===== src/rtl/hrf_pkg.sv =====
// Shared types, constants and helper functions for the request framer.
// No dependencies; compile first.
package hrf_pkg;

    // Widths and limits
    localparam int HDR_CNT_W      = 24;
    localparam int HLEN_W         = 24;
    localparam int BODY_W         = 32;
    localparam int ACC_W          = BODY_W + 1;
    localparam int LPOS_W         = 5;
    localparam int LPOS_MAX       = 19;
    localparam int LEN_PREFIX_LEN = 15;
    localparam int ENC_PREFIX_LEN = 18;
    localparam int TERM_DONE      = 4;

    localparam logic [BODY_W-1:0] MAX_BODY_RST = BODY_W'(4 * 1024 * 1024);
    localparam logic [ACC_W-1:0]  ACC_SAT      = {1'b1, {BODY_W{1'b0}}};
    localparam logic [32:0]       HLEN_MAX     = 33'((64'd1 << HLEN_W) - 64'd1);

    // Character codes
    localparam logic [7:0] CR_BYTE    = 8'h0D;
    localparam logic [7:0] LF_BYTE    = 8'h0A;
    localparam logic [7:0] SPACE_BYTE = 8'h20;
    localparam logic [7:0] TAB_BYTE   = 8'h09;
    localparam logic [7:0] ZERO_BYTE  = 8'h30;
    localparam logic [7:0] NINE_BYTE  = 8'h39;

    typedef enum logic {
        PH_HEADER,
        PH_BODY
    } t_phase;

    typedef enum logic [1:0] {
        VP_SKIP,
        VP_DIGITS,
        VP_DONE
    } t_value_phase;

    // Control from the framer to the line parser
    typedef struct packed {
        logic step;
        logic restart;
    } t_line_ctl;

    // Line-end events from the line parser
    typedef struct packed {
        logic             len_set;
        logic [ACC_W-1:0] len_value;
        logic             enc_bad;
    } t_line_evt;

    function automatic logic [7:0] to_lower(input logic [7:0] b);
        if (b >= 8'h41 && b <= 8'h5A) begin
            return b + 8'd32;
        end
        return b;
    endfunction

    // "content-length:"
    function automatic logic [7:0] len_prefix_char(input logic [3:0] idx);
        logic [7:0] c;
        case (idx)
            4'd0:    c = "c";
            4'd1:    c = "o";
            4'd2:    c = "n";
            4'd3:    c = "t";
            4'd4:    c = "e";
            4'd5:    c = "n";
            4'd6:    c = "t";
            4'd7:    c = "-";
            4'd8:    c = "l";
            4'd9:    c = "e";
            4'd10:   c = "n";
            4'd11:   c = "g";
            4'd12:   c = "t";
            4'd13:   c = "h";
            4'd14:   c = ":";
            default: c = 8'h00;
        endcase
        return c;
    endfunction

    // "transfer-encoding:"
    function automatic logic [7:0] enc_prefix_char(input logic [LPOS_W-1:0] idx);
        logic [7:0] c;
        case (idx)
            5'd0:    c = "t";
            5'd1:    c = "r";
            5'd2:    c = "a";
            5'd3:    c = "n";
            5'd4:    c = "s";
            5'd5:    c = "f";
            5'd6:    c = "e";
            5'd7:    c = "r";
            5'd8:    c = "-";
            5'd9:    c = "e";
            5'd10:   c = "n";
            5'd11:   c = "c";
            5'd12:   c = "o";
            5'd13:   c = "d";
            5'd14:   c = "i";
            5'd15:   c = "n";
            5'd16:   c = "g";
            5'd17:   c = ":";
            default: c = 8'h00;
        endcase
        return c;
    endfunction

    // Clamp the header byte count to the reported width
    function automatic logic [HLEN_W-1:0] sat_hlen(input logic [HDR_CNT_W-1:0] c);
        logic [32:0] wide;
        wide = 33'(c);
        if (wide > HLEN_MAX) begin
            return HLEN_W'(HLEN_MAX);
        end
        return HLEN_W'(wide);
    endfunction

endpackage


===== src/rtl/hrf_line_unit.sv =====
// Header line parser: prefix match, value scan and line-end decisions.
// Depends on hrf_pkg (types, prefix tables, constants).
module hrf_line_unit
    import hrf_pkg::*;
(
    input  logic       i_clk,
    input  logic       i_rst_n,
    input  t_line_ctl  i_ctl,
    input  logic [7:0] i_byte,
    output t_line_evt  o_evt
);

    logic [LPOS_W-1:0] r_line_pos, n_line_pos;
    logic              r_len_ok, n_len_ok;
    logic              r_enc_ok, n_enc_ok;
    t_value_phase      r_vphase, n_vphase;
    logic              r_skip, n_skip;
    logic [ACC_W-1:0]  r_acc, n_acc;

    logic [7:0]       w_lower;
    logic             w_digit;
    logic             w_blank;
    logic [ACC_W+3:0] w_acc_x10;

    // Classify the byte and form the next decimal value
    always_comb begin
        w_lower   = to_lower(i_byte);
        w_digit   = (i_byte >= ZERO_BYTE) && (i_byte <= NINE_BYTE);
        w_blank   = (i_byte == SPACE_BYTE) || (i_byte == TAB_BYTE);
        w_acc_x10 = ({4'b0, r_acc} << 3) + ({4'b0, r_acc} << 1) + (ACC_W + 4)'(i_byte[3:0]);
    end

    // Advance line state by one header byte
    always_comb begin
        n_line_pos = r_line_pos;
        n_len_ok   = r_len_ok;
        n_enc_ok   = r_enc_ok;
        n_vphase   = r_vphase;
        n_skip     = r_skip;
        n_acc      = r_acc;
        o_evt      = '0;

        if (i_ctl.step) begin
            if (r_skip) begin
                n_skip = 1'b0;
            end else if (i_byte == CR_BYTE) begin
                // End the line, then start a fresh one
                if (r_line_pos > LPOS_W'(LEN_PREFIX_LEN) && r_len_ok) begin
                    o_evt.len_set   = 1'b1;
                    o_evt.len_value = r_acc;
                end else if (r_line_pos > LPOS_W'(ENC_PREFIX_LEN) && r_enc_ok) begin
                    o_evt.enc_bad = 1'b1;
                end
                n_line_pos = '0;
                n_len_ok   = 1'b1;
                n_enc_ok   = 1'b1;
                n_vphase   = VP_SKIP;
                n_acc      = '0;
                n_skip     = 1'b1;
            end else begin
                if (r_line_pos < LPOS_W'(LEN_PREFIX_LEN)
                        && w_lower != len_prefix_char(r_line_pos[3:0])) begin
                    n_len_ok = 1'b0;
                end
                if (r_line_pos < LPOS_W'(ENC_PREFIX_LEN)
                        && w_lower != enc_prefix_char(r_line_pos)) begin
                    n_enc_ok = 1'b0;
                end
                // Scan the value after the prefix
                if (r_line_pos >= LPOS_W'(LEN_PREFIX_LEN)) begin
                    case (r_vphase)
                        VP_SKIP: begin
                            if (w_digit) begin
                                n_acc    = ACC_W'(i_byte[3:0]);
                                n_vphase = VP_DIGITS;
                            end else if (!w_blank) begin
                                n_vphase = VP_DONE;
                            end
                        end
                        VP_DIGITS: begin
                            if (w_digit) begin
                                if (w_acc_x10 > (ACC_W + 4)'(ACC_SAT)) begin
                                    n_acc = ACC_SAT;
                                end else begin
                                    n_acc = ACC_W'(w_acc_x10);
                                end
                            end else begin
                                n_vphase = VP_DONE;
                            end
                        end
                        default: begin
                            n_vphase = r_vphase;
                        end
                    endcase
                end
                if (r_line_pos < LPOS_W'(LPOS_MAX)) begin
                    n_line_pos = r_line_pos + 1'b1;
                end
            end
        end

        // Drop all line state on a request restart
        if (i_ctl.restart) begin
            n_line_pos = '0;
            n_len_ok   = 1'b1;
            n_enc_ok   = 1'b1;
            n_vphase   = VP_SKIP;
            n_acc      = '0;
            n_skip     = 1'b0;
        end
    end

    always_ff @(posedge i_clk) begin
        if (!i_rst_n) begin
            r_line_pos <= '0;
            r_len_ok   <= 1'b1;
            r_enc_ok   <= 1'b1;
            r_vphase   <= VP_SKIP;
            r_skip     <= 1'b0;
            r_acc      <= '0;
        end else begin
            r_line_pos <= n_line_pos;
            r_len_ok   <= n_len_ok;
            r_enc_ok   <= n_enc_ok;
            r_vphase   <= n_vphase;
            r_skip     <= n_skip;
            r_acc      <= n_acc;
        end
    end

endmodule


===== config.mk =====
export PLATFORM = sky130hd
export DESIGN_NAME = hrf_line_unit
export DESIGN_NICKNAME = d
export VERILOG_FILES = /design/src/rtl/hrf_pkg.sv /design/src/rtl/hrf_line_unit.sv
export SDC_FILE = /design/constraint.sdc
export NUM_CORES = 1
export LEC_CHECK = 0
export BUFFER_PORTS_ARGS = -buffer_cell sky130_fd_sc_hd__buf_2
export CORE_MARGIN = 2
export CORE_UTILIZATION = 35
export DETAILED_ROUTE_END_ITERATION = 10
export PLACE_DENSITY = 0.62
export SLEW_MARGIN = 5
export SYNTH_ARGS = -nofsm -noshare
export SYNTH_HDL_FRONTEND = slang
export SYNTH_SLANG_ARGS = --single-unit

===== constraint.sdc =====
create_clock -name i_clk -period 4.1 [get_ports i_clk]
set_clock_uncertainty 0.2 [all_clocks]
set_input_delay 0.205 -clock i_clk [delete_from_list [all_inputs] [get_ports i_clk]]
set_output_delay 0.205 -clock i_clk [all_outputs]
set_load 0.005 [all_outputs]

==> results.md <==
- Fmax: 252.9 MHz
- Layout Nets: 884
- Most common cell after layout, fill and taps aside: nand2_1
- Final setup TNS: 0 ps
- Endpoints failing hold: 0
- CP Data Arrival Time: 4010 ps
- Fin area: 6651 µm²
- DP Area: 6309 µm²
- Hold crit path type: input pin to register
- Final WL: 15720 µm
- CTS tree: done
- CTS Buffer Depth: 2
- Reg2Reg Depth: 10
- HP Start: i_byte[2]
- PortBufs: 46
- Worst slew pin tran: 546.5 ps
- Die W: 133.5 µm
- Reg2reg start: r_acc[2]
- Final setup violation count: 0
- Clock root cell: clkbuf_16
- Hold EP: r_acc[2]
- Critical path class: register to register
- Static Leak: 3.095 nW
- Fin. max-slew vios: 0
- Layout area overhead: 13.25%
- Io pins: 47
- Latest clock arrival within the worst-skew pair: 350 ps
- Post-layout util: 40.40%
- R2r endpoint: r_acc[0]
- DRC: 0
- GRT overflow: 0
- First-pass GRT wire length: 26280 µm
- FF-to-FF setup slack: 150 ps
- Fin crit period: 3954 ps
- Initial antenna violation count: 0
- Fraction of layout cells with a size suffix above 1: 13.03%
- Outcome: completed
- GR Util All Layers: 18.29%
- EDFF count, synth: 0
- DR iter-0 viols: 416
- Synthesis Warnings: 0
- GP Congestion: 0.9339
- Antenna cells: 0
- Setup crit end kind: register
- Syn Area/Cell: 7.748 µm²
- Syn nets: 849
- #FFs+latches synth: 57
- Critical Path RT: 4160 ps
- Ys async rst share: 0%
- Drt via density: 5.521
- Synth cell types: 84
- Row count: 47
- Pwr Density: 225.3 nW/µm²
- Unrepaired setup endpoints after global routing: false
- Final period util: 96.45%
- Commonest non-fill, non-tap cells in the layout: 85 x nand2_1, 77 x ha_1, 57 x dfxtp_1, 47 x o21ai_0
- Hold Worst Slack: 47.35 ps
- Hpwl dp: 12420 µm
- Core area: 16470 µm²
- Post-DRT Antenna Nets: 0
- Seq/Total Area, Yosys: 19.43%
- Crit Path Max Fanout: 4
- Max-slew headroom: 63.18%
- Initial Util: 35.67%
- Worst Hold Depth: 3
- Worst Setup Start Kind: register
- Detailed Routing Iterations Pass 1: 5
- Num Clock Sinks: 57
- Mapped Area: 5873 µm²
- DR WL/cell: 15.44 µm
- H-tree depth: 3
- Worst-path clk slew: 60 ps
- Peak supply drop: 0.0002451 V
- Synth Flop Type: dfxtp_1
- Die Y: 133.5 µm
- Vias in the first global route: 5066
- Pin count of the biggest net entering global routing: 20
- Die Area: 17830 µm²
- Via count: 5620
- MaxCap Viol Count: 0
- Mapped Cells: 758
- CTS Buf Count: 9
- Crit path launch: r_acc[2]
cell type report:
type / instances / area (µm²)
flip-flops and latches: 57 / 1141
clock buffers: 9 / 225.2
clock inverters: 7 / 101.3
well taps: 220 / 275.3
inverters: 30 / 117.6
repair buffers: 62 / 352.8
multi-input cells: 633 / 4438
fillers: 1709 / 9814
metal layers:
layer / global-route usage (%) / routed length [µm]
met2: 27.98 / 6970
met5: 0 / 0
met4: 5.260 / 229
met3: 2.968 / 726
met1: 26.42 / 7790
kinds of logic (layout without fill, tap and decap cells):
group           Yosys count  in the layout  share of synthesized area (%)
compound gates          218            218                          25.10
xor+xnor                 41             41                          6.242
fa+ha+maj                79             79                          17.09
buf+inv                  68            108                          5.454
flops                    57             57                          19.43
mux                       7              7                          1.406
simple gates            288            288                          25.29
worst max-delay path, cell delays in order (launching register included):
cell and delay, ps:
dfxtp_1 360, inv_1 70, fa_1 480, fa_1 580
or4b_1 470, a2111o_1 300, or4_1 390, nor4_1 410
and4bb_1 280, a311oi_1 120, a311oi_2 210
worst max-delay path by stage:
| stage | to | cells past startpoint | slack, ps |
|---|---|---|---|
| 6_report | r_acc[0] | 10 | 150 |
| 5_1_grt | r_acc[0] | 13 | 40 |
| 4_1_cts | r_acc[0] | 10 | 260 |
| 3_5_place_dp | r_acc[0] | 10 | 290 |
| 3_3_place_gp | r_acc[0] | 10 | 320 |
| 2_1_floorplan | r_acc[0] | 14 | 580 |
synthesized netlist by cell type, drive strengths merged (9+ instances only):
library cell  count  area [µm²]
a21o             20       150.1
a21oi            49       267.8
a311oi            9       85.08
and2             37       231.5
buf              24       150.1
clkbuf           14       52.55
dfxtp            57        1141
ha               77       963.4
inv              29       108.9
nand2            85       319.1
nand2b           11       76.32
nand3            43       215.2
nand4            12       81.33
nor2             46       172.7
nor3             14       70.07
o211ai            9       77.57
o21ai            66       330.3
xnor2            30       270.3
xor2             11       96.34
power by group:
part | internal (W) | total (W) | switching (W)
registers | 0.000559 | 0.000562 | 0.00000288
clock network | 0.000538 | 0.000854 | 0.000316
logic | 0.0000327 | 0.0000823 | 0.0000496
total | 0.00113 | 0.00150 | 0.000368
through the flow:
stage	setup slack, ps	total power, W	instances
finish	145.7	0.001498	1018
global route	36.40	0.001552	1018
CTS	264.3	0.001520	1018
detailed placement	288.6	0.0006561	1001
global placement	316.9	0.0006555	1001
floorplan	583.7	0.0006323	758
timing repair:
action / in CTS / in global routing
buffers inserted: 0 / 0
hold endpoints to repair: 1 / 0
setup endpoints to repair: 0 / 1
gates resized for setup: 0 / 1
hold buffers: 1 / 0
Note: power is estimated with default switching activity, not from simulation.
